File: src/sorted_array_priority_queue_assert.svh
// ----------------------------------------------------------------------------
// Assertion macros
// Shared assertion shorthands for the sorted array priority queue.
// ----------------------------------------------------------------------------
`ifndef SORTED_ARRAY_PRIORITY_QUEUE_ASSERT_SVH
`define SORTED_ARRAY_PRIORITY_QUEUE_ASSERT_SVH

// Same-cycle implication, disabled while in reset.
`define SAPQ_ASSERT_NOW(lbl, clk, rstn, ante, cons, msg) \
    lbl: assert property (@(posedge clk) disable iff (!(rstn)) (ante) |-> (cons)) \
        else $error(msg);

// Next-cycle implication, disabled while in reset.
`define SAPQ_ASSERT_NEXT(lbl, clk, rstn, ante, cons, msg) \
    lbl: assert property (@(posedge clk) disable iff (!(rstn)) (ante) |=> (cons)) \
        else $error(msg);

`endif

File: src/sapq_pkg.sv
// ----------------------------------------------------------------------------
// sapq_pkg
// Types and constants shared by the sorted array priority queue modules.
// ----------------------------------------------------------------------------
package sapq_pkg;

    localparam int DEPTH_DEFAULT = 8;
    localparam int VALUE_W       = 32;
    localparam int CAP_W         = 4;
    localparam int OCC_W         = 4;
    localparam int ACTION_W      = 2;
    localparam int STATUS_W      = 2;
    localparam logic [CAP_W-1:0] CAP_RESET = 4'd8;

    typedef enum logic [ACTION_W-1:0] {
        ACT_ENQUEUE = 2'd0,
        ACT_DEQUEUE = 2'd1,
        ACT_PEEK    = 2'd2,
        ACT_NOP     = 2'd3
    } action_t;

    typedef enum logic [STATUS_W-1:0] {
        ST_OK    = 2'd0,
        ST_FULL  = 2'd1,
        ST_EMPTY = 2'd2
    } status_t;

    typedef enum logic {
        S_IDLE = 1'b0,
        S_RESP = 1'b1
    } ctrl_state_t;

    // controller -> datapath
    typedef struct packed {
        logic    load;      // capture a result this cycle
        logic    insert;    // sorted insert of the incoming value
        logic    remove;    // drop the head entry
        logic    show_head; // result carries the head entry
        status_t code;
    } cmd_t;

    // datapath -> controller
    typedef struct packed {
        logic empty;
        logic full;
    } stat_t;

endpackage

File: src/sapq_ctrl.sv
// ----------------------------------------------------------------------------
// sapq_ctrl
// Handshake controller: decodes each item and holds its result until taken.
// ----------------------------------------------------------------------------
module sapq_ctrl (
    input  logic                           aclk,
    input  logic                           aresetn,
    input  logic                           s_tvalid,
    output logic                           s_tready,
    input  logic [sapq_pkg::ACTION_W-1:0]  s_action,
    output logic                           m_tvalid,
    input  logic                           m_tready,
    input  sapq_pkg::stat_t                stat,
    output sapq_pkg::cmd_t                 cmd
);
    import sapq_pkg::*;

    ctrl_state_t state_reg;
    ctrl_state_t state_next;

    always_ff @(posedge aclk) begin
        if (!aresetn) begin
            state_reg <= S_IDLE;
        end else begin
            state_reg <= state_next;
        end
    end

    always_comb begin
        state_next    = state_reg;
        s_tready      = 1'b0;
        m_tvalid      = 1'b0;
        cmd.load      = 1'b0;
        cmd.insert    = 1'b0;
        cmd.remove    = 1'b0;
        cmd.show_head = 1'b0;
        cmd.code      = ST_OK;
        unique case (state_reg)
            S_IDLE: begin
                s_tready = 1'b1;
                if (s_tvalid) begin
                    cmd.load   = 1'b1;
                    state_next = S_RESP;
                    unique case (action_t'(s_action)) inside
                        ACT_ENQUEUE: begin
                            if (stat.full) begin
                                cmd.code = ST_FULL;
                            end else begin
                                cmd.insert = 1'b1;
                            end
                        end
                        ACT_DEQUEUE, ACT_PEEK: begin
                            if (stat.empty) begin
                                cmd.code = ST_EMPTY;
                            end else begin
                                cmd.show_head = 1'b1;
                                cmd.remove    = (action_t'(s_action) == ACT_DEQUEUE);
                            end
                        end
                        default: begin
                            cmd.code = ST_OK;
                        end
                    endcase
                end
            end
            S_RESP: begin
                m_tvalid = 1'b1;
                if (m_tready) begin
                    state_next = S_IDLE;
                end
            end
            default: begin
                state_next = S_IDLE;
            end
        endcase
    end

endmodule

File: src/sapq_datapath.sv
// ----------------------------------------------------------------------------
// sapq_datapath
// Row of sorted cells, entry count, capacity register and result registers.
// ----------------------------------------------------------------------------
`include "sorted_array_priority_queue_assert.svh"

module sapq_datapath #(
    parameter int DEPTH = sapq_pkg::DEPTH_DEFAULT
) (
    input  logic                                aclk,
    input  logic                                aresetn,
    input  logic                                cfg_we,
    input  logic        [sapq_pkg::CAP_W-1:0]   cfg_data,
    input  logic signed [sapq_pkg::VALUE_W-1:0] in_value,
    input  sapq_pkg::cmd_t                      cmd,
    output sapq_pkg::stat_t                     stat,
    output logic        [sapq_pkg::STATUS_W-1:0] out_status,
    output logic signed [sapq_pkg::VALUE_W-1:0] out_value,
    output logic        [sapq_pkg::OCC_W-1:0]   out_occupancy
);
    import sapq_pkg::*;

    localparam int CW   = $clog2(DEPTH + 1);
    localparam int CMPW = (CW > CAP_W) ? CW : CAP_W;
    localparam int EXTW = (CMPW > OCC_W) ? CMPW : OCC_W;

    logic signed [VALUE_W-1:0] entries_reg  [DEPTH];
    logic signed [VALUE_W-1:0] entries_next [DEPTH];
    logic        [DEPTH-1:0]   keep;
    logic        [CW-1:0]      count_reg;
    logic        [CW-1:0]      count_next;
    logic        [CAP_W-1:0]   cap_reg;
    logic        [CMPW-1:0]    count_cmp;
    logic        [EXTW-1:0]    occ_ext;
    logic        [STATUS_W-1:0] status_reg;
    logic signed [VALUE_W-1:0] value_reg;
    logic        [OCC_W-1:0]   occ_reg;

    assign count_cmp  = CMPW'(count_reg);
    assign stat.empty = (count_reg == '0);
    assign stat.full  = (count_cmp >= CMPW'(DEPTH)) || (count_cmp >= CMPW'(cap_reg));

    // Entries at or below the new value stay put; they form a prefix of the row.
    always_comb begin
        for (int i = 0; i < DEPTH; i++) begin
            keep[i] = (CW'(i) < count_reg) && (entries_reg[i] <= in_value);
        end
    end

    always_comb begin
        for (int i = 0; i < DEPTH; i++) begin
            entries_next[i] = entries_reg[i];
            if (cmd.insert) begin
                if (!keep[i]) begin
                    if (i == 0) begin
                        entries_next[i] = in_value;
                    end else if (keep[i-1]) begin
                        entries_next[i] = in_value;
                    end else begin
                        entries_next[i] = entries_reg[i-1];
                    end
                end
            end else if (cmd.remove && (i < DEPTH - 1)) begin
                entries_next[i] = entries_reg[i+1];
            end
        end
    end

    always_comb begin
        count_next = count_reg;
        if (cmd.insert) begin
            count_next = count_reg + CW'(1);
        end else if (cmd.remove) begin
            count_next = count_reg - CW'(1);
        end
    end

    assign occ_ext = EXTW'(count_next);

    always_ff @(posedge aclk) begin
        for (int i = 0; i < DEPTH; i++) begin
            entries_reg[i] <= entries_next[i];
        end
        if (cmd.load) begin
            status_reg <= cmd.code;
            value_reg  <= cmd.show_head ? entries_reg[0] : '0;
            occ_reg    <= occ_ext[OCC_W-1:0];
        end
    end

    always_ff @(posedge aclk) begin
        if (!aresetn) begin
            count_reg <= '0;
            cap_reg   <= CAP_RESET;
        end else begin
            count_reg <= count_next;
            if (cfg_we) begin
                cap_reg <= cfg_data;
            end
        end
    end

    assign out_status    = status_reg;
    assign out_value     = value_reg;
    assign out_occupancy = occ_reg;

    `SAPQ_ASSERT_NOW(a_count_bound, aclk, aresetn, 1'b1, count_cmp <= CMPW'(DEPTH), "count above depth")
    `SAPQ_ASSERT_NOW(a_one_update, aclk, aresetn, cmd.insert || cmd.remove, cmd.load && !(cmd.insert && cmd.remove), "conflicting update")
    `SAPQ_ASSERT_NEXT(a_insert_count, aclk, aresetn, cmd.insert, count_reg == $past(count_reg) + CW'(1), "insert count")
    `SAPQ_ASSERT_NEXT(a_remove_count, aclk, aresetn, cmd.remove, count_reg == $past(count_reg) - CW'(1), "remove count")
    `SAPQ_ASSERT_NOW(a_head_sorted, aclk, aresetn, count_reg >= CW'(2), entries_reg[0] <= entries_reg[1], "head out of order")

endmodule

File: src/sorted_array_priority_queue.sv
// ----------------------------------------------------------------------------
// sorted_array_priority_queue
// Bounded min-priority queue held as an ascending row of cells.
// ----------------------------------------------------------------------------
// Each item is one operation (tuser: 0 enqueue, 1 dequeue, 2 peek, 3 no-op)
// and gives exactly one result. Enqueue places the value after all equal
// entries, so ties leave in arrival order; every cell compares against the
// new value at once, so an insert or a removal completes in the accept cycle.
// The result is valid the cycle after the item is accepted and is held until
// taken; the controller alternates between accepting and presenting, so the
// block takes no new item until the result of the last one has been taken.
// Capacity (reset 8, values above DEPTH act as DEPTH) must be written by the user
// through the cfg channel while no item is in flight; the block does not enforce this.
// ----------------------------------------------------------------------------
module sorted_array_priority_queue #(
    parameter int DEPTH = sapq_pkg::DEPTH_DEFAULT
) (
    input  logic                             aclk,
    input  logic                             aresetn,
    // capacity register
    input  logic                             cfg_valid,
    output logic                             cfg_ready,
    input  logic [sapq_pkg::CAP_W-1:0]       cfg_data,
    // operation items
    input  logic                             s_tvalid,
    output logic                             s_tready,
    input  logic [31:0]                      s_tdata,   // [31:0] value
    input  logic [sapq_pkg::ACTION_W-1:0]    s_tuser,   // [1:0] action
    // result items
    output logic                             m_tvalid,
    input  logic                             m_tready,
    output logic [39:0]                      m_tdata,   // [31:0] result_value, [35:32] occupancy
    output logic [sapq_pkg::STATUS_W-1:0]    m_tuser    // [1:0] status
);
    import sapq_pkg::*;

    cmd_t  cmd;
    stat_t stat;
    logic signed [VALUE_W-1:0] res_value;
    logic        [OCC_W-1:0]   res_occ;

    assign cfg_ready = 1'b1;

    sapq_ctrl u_ctrl (
        .aclk     (aclk),
        .aresetn  (aresetn),
        .s_tvalid (s_tvalid),
        .s_tready (s_tready),
        .s_action (s_tuser),
        .m_tvalid (m_tvalid),
        .m_tready (m_tready),
        .stat     (stat),
        .cmd      (cmd)
    );

    sapq_datapath #(
        .DEPTH (DEPTH)
    ) u_datapath (
        .aclk          (aclk),
        .aresetn       (aresetn),
        .cfg_we        (cfg_valid),
        .cfg_data      (cfg_data),
        .in_value      (s_tdata),
        .cmd           (cmd),
        .stat          (stat),
        .out_status    (m_tuser),
        .out_value     (res_value),
        .out_occupancy (res_occ)
    );

    assign m_tdata = {4'b0000, res_occ, res_value};

endmodule
File: config.mk
export PLATFORM = sky130hd
export DESIGN_NAME = sorted_array_priority_queue
export DESIGN_NICKNAME = d
export VERILOG_FILES = /design/src/sapq_pkg.sv /design/src/sapq_ctrl.sv /design/src/sapq_datapath.sv /design/src/sorted_array_priority_queue.sv
export VERILOG_INCLUDE_DIRS = /design/src /design/src/src
export SDC_FILE = /design/constraint.sdc
export NUM_CORES = 1
export LEC_CHECK = 0
export ABC_AREA = 1
export BUFFER_PORTS_ARGS = -buffer_cell sky130_fd_sc_hd__buf_2
export CAP_MARGIN = 20
export CORE_MARGIN = 4
export CORE_UTILIZATION = 63
export CTS_CLUSTER_SIZE = 28
export DETAILED_ROUTE_END_ITERATION = 7
export PLACE_DENSITY = 0.84
export SKIP_LAST_GASP = 1
export SLEW_MARGIN = 20
export SYNTH_ARGS = -nofsm -noshare
export SYNTH_HDL_FRONTEND = slang
export SYNTH_HIERARCHICAL = 1
export SYNTH_SLANG_ARGS = --single-unit
File: constraint.sdc
create_clock -name aclk -period 6.8 [get_ports aclk]
set_input_delay 2.04 -clock aclk [delete_from_list [all_inputs] [get_ports aclk]]
set_output_delay 2.04 -clock aclk [all_outputs]
set_load 0.1 [all_outputs]
==> impl_table.tex <==
\begin{tabular}{lr}
\hline
Metric & Value \\
\hline
\multicolumn{2}{l}{\textbf{Floorplanning}} \\
\quad Effective utilization at floorplan & 0.638 \\
\quad Ports & 88 \\
\quad Core area & 33500 sq um \\
\quad Number of core rows & 67 \\
\quad Die area & 37000 sq um \\
\quad Die H & 192 microns \\
\quad Overall die width & 192 microns \\
\multicolumn{2}{l}{\textbf{Drt}} \\
\quad Top routing layer in use & met4 \\
\quad Number of remaining DRC errors & 0 \\
\quad Met3 WL post-DR & 8040 microns \\
\quad Post-Route M1 WL & 24400 microns \\
\quad Post-DR vias/cell & 5.79 \\
\quad Remaining antenna violation count after routing & 0 \\
\quad Total length of routed wires & 66200 microns \\
\quad Average wire per cell in the routed design & 19.9 microns \\
\quad Met2 routed WL & 30200 microns \\
\quad Number of search-and-repair iterations in the first detailed-routing pass & 6 \\
\quad Number of DRC violations after detailed-routing iteration 0 & 2102 \\
\quad Vias after detailed routing & 19200 \\
\multicolumn{2}{l}{\textbf{Synth}} \\
\quad Flip-flop cell with the highest count after synthesis & edfxtp\_1 \\
\quad Cell count after synthesis & 2779 \\
\quad Number of enable flip-flop cells after synthesis & 294 \\
\quad Post-synthesis sequential area ratio & 0.421 \\
\quad Synth warnings & 6 \\
\quad Mean instance size in the synthesized netlist & 7.70 sq um \\
\quad Share of synthesized registers carrying an async set or reset & 0 \\
\quad Post-Synthesis Cell Area & 21400 sq um \\
\quad Number of unique standard cell types used by synthesis & 37 \\
\quad Post-synthesis sequential element count & 303 \\
\multicolumn{2}{l}{\textbf{GRT}} \\
\quad Number of global-route vias before repair & 19000 \\
\quad Largest net degree at the start of global routing & 75 \\
\quad Antenna violations before repair & 0 \\
\quad Overflow after GRT & 0 \\
\quad Total track usage & 0.355 \\
\quad First-pass GRT wire length & 101000 microns \\
\multicolumn{2}{l}{\textbf{Status}} \\
\quad Run status & finished, final reports clean \\
\multicolumn{2}{l}{\textbf{Place}} \\
\quad Minimum setup slack after placement & 1.55 ns \\
\quad Sum of net half-perimeters after detailed placement & 45100 microns \\
\quad Last weighted congestion value of the routability-driven placer & 0.986 \\
\quad Number of input and output port buffers inserted & 82 \\
\multicolumn{2}{l}{\textbf{Clock network}} \\
\quad Quantity of hold-fixing buffers added after cts & 0 \\
\quad Largest buffer count on any clock path & 3 \\
\quad Number of buffers added for setup after CTS & 0 \\
\quad Cts bufs inserted & 37 \\
\quad Post-CTS clock slew at the launch and capture registers of the worst setup and hold paths & 0.05 ns \\
\quad Number of resized instances in the post-cts repair step & 0 \\
\quad Worst-skew pair later-pin latency & 0.55 ns \\
\quad Number of levels the H-tree was split into & 2 \\
\quad Number of clock sinks seen by CTS & 303 \\
\quad Root Buffer Master & clkbuf\_16 \\
\quad CTS tree & done \\
\multicolumn{2}{l}{\textbf{Min path}} \\
\quad HP Class & reg -> reg \\
\multicolumn{2}{l}{\textbf{Timing}} \\
\quad Final Hold Vio Count & 0 \\
\quad Pins over their slew limit & 0 \\
\quad Number of endpoints failing setup at the final stage & 0 \\
\quad Period utilisation layout & 0.709 \\
\quad Setup repair after global routing missed its margin & false \\
\quad Transition time at the pin with the least slew margin & 0.858 ns \\
\quad Setup Total Neg Slack & 0 ns \\
\quad Max Freq & 207 MHz \\
\quad Final worst clock skew & 0.0175 ns \\
\quad Setup slack of the critical path after layout & 1.98 ns \\
\quad Final hold slack & 0.483 ns \\
\quad Slew Limit Headroom & 0.424 \\
\quad Post-route minimum period & 4.82 ns \\
\multicolumn{2}{l}{\textbf{Final layout}} \\
\quad Fillcell total & 2692 \\
\quad Layout Utilization & 0.696 \\
\quad Largest register FFs & 256 \\
\quad Layout cells sized above 1 & 0.0643 \\
\quad Relative area change from synthesis to final layout & 9.07\% \\
\quad Antenna Cells & 0 \\
\quad Post-layout nets & 3160 \\
\multicolumn{2}{l}{\textbf{Power and ir drop}} \\
\quad P per Cell Area & 214 nW/um\^{}2 \\
\quad Static leakage & 13.3 nW \\
\quad Max VDD drop & 0.191 mV \\
\multicolumn{2}{l}{\textbf{Critical path}} \\
\quad CP Capture Type & flip-flop \\
\quad CP Class & in -> reg \\
\quad Crit path arrival time & 5.00 ns \\
\quad Slack of the worst reg-to-reg path & 2.88 ns \\
\quad Capturing point of the worst reg2reg path & u\_datapath/entries\_reg[0][22] \\
\quad Kind of start point of the critical path & primary input \\
\quad Reg2Reg Launch Point & u\_datapath/count\_cmp[0] \\
\quad Depth of the worst register-to-register path & 12 \\
\quad Worst endpoint required time & 6.98 ns \\
\quad CP Launch Point & s\_tdata[15] \\
\quad End point of the critical path & u\_datapath/entries\_reg[1][100] \\
\quad CP max FO & 32 \\
\multicolumn{2}{l}{\textbf{Flow run}} \\
\quad Number of violations of the max-capacitance limit & 0 \\
\hline
\end{tabular}
-- how the worst min path moves through the flow --
stage / start / end / cells past startpoint
after global routing: u_datapath/cap_reg[2] / u_datapath/cap_reg[2] / 2
after detailed placement: u_datapath/cap_reg[1] / u_datapath/cap_reg[1] / 2
after CTS: u_datapath/cap_reg[1] / u_datapath/cap_reg[1] / 2
after global placement: u_datapath/cap_reg[2] / u_datapath/cap_reg[2] / 2
after floorplan: u_datapath/cap_reg[1] / u_datapath/cap_reg[1] / 2
final: u_datapath/cap_reg[1] / u_datapath/cap_reg[1] / 2
-- power by group --
part / total (mW) / switching, mW / leakage [nW] / internal (mW)
logic: 0.887 / 0.638 / 9.98 / 0.249
clock network: 1.90 / 0.800 / 0.546 / 1.10
registers: 2.22 / 0.0627 / 2.80 / 2.16
-- metrics by stage --
stage	total power [mW]	area, sq um	instances
after global placement	3.08	22200	3259
after detailed placement	3.12	22200	3259
after CTS	5.00	23300	3324
after floorplan	2.85	21400	2782
final	5.00	23300	3324
after global routing	5.20	23300	3324
-- cell usage after synthesis (all sizes together), types with 3 or more instances --
cell | n | area share
ha | 267 | 0.16
o21ai | 64 | 0.015
xor2 | 3 | 0.0012
nand4 | 23 | 0.0067
a21o | 10 | 0.0035
a21oi | 118 | 0.028
buf | 50 | 0.016
nor3 | 4 | 0.00094
edfxtp | 294 | 0.41
clkbuf | 32 | 0.0056
nand2 | 1389 | 0.25
nand3 | 57 | 0.014
nand3b | 3 | 0.0011
o21a | 13 | 0.0046
nor2 | 81 | 0.015
dfxtp | 9 | 0.0084
inv | 347 | 0.061
-- layer usage --
metal	global-route usage	up-vias
met2	0.577	1225
met5	0	-
li1	-	9002
met3	0.0852	287
met1	0.443	8733
met4	0.182	0
-- critical path: stages --
cell and delay (ns):
buf_2 0.10, inv_1 0.15, ha_1 0.35, nand2_1 0.05, inv_1 0.07, nand3_1 0.22, nor3_1 0.74, nand2_1 0.13
nand2_1 0.13, nand2_1 0.07, nand2_1 0.07, nand2_1 0.05, nand2_1 0.07, nand2_1 0.09, a21oi_4 0.11, buf_4 0.53
-- cells by family (layout without fill, tap and decap cells) --
logic type	Yosys count	count (layout)	synth area share
and+or+nand+nor	1560	1560	0.285
buffers and inverters	430	524	0.0829
DFF	303	303	0.421
adders and majority gates	267	267	0.156
AOI/OAI and AO/OA	214	214	0.0538
xor gates and xnor gates	3	3	0.00123
other	2	5	0.000351
-- area by class of cell --
class / instances / area, sq um / share of cell area
Timing Repair Buffer: 111 / 666 / 0.0285
Multi-Input combinational cell: 2049 / 10700 / 0.457
Tap cell: 448 / 561 / 0.0240
Sequential cell: 303 / 9010 / 0.386
Inverter: 348 / 1310 / 0.0562
Clock buffer: 50 / 1030 / 0.0440
Clock inverter: 15 / 105 / 0.00450
-- cell usage in the layout (no fill, tap or decap), types with 3 or more instances in the layout --
master and instances:
a21o_1 10, a21oi_1 117, buf_12 3, buf_2 82
buf_4 26, clkbuf_1 10, clkbuf_16 39, clkinv_1 5
clkinv_2 5, clkinvlp_4 3, conb_1 5, dfxtp_1 9
edfxtp_1 294, ha_1 267, inv_1 347, nand2_1 1376
nand2_2 10, nand2_4 3, nand3_1 55, nand3b_1 3
nand4_1 23, nor2_1 77, nor3_1 4, o21a_1 13
o21ai_0 62, xor2_1 3
Note: power is estimated with default switching activity, not from simulation.
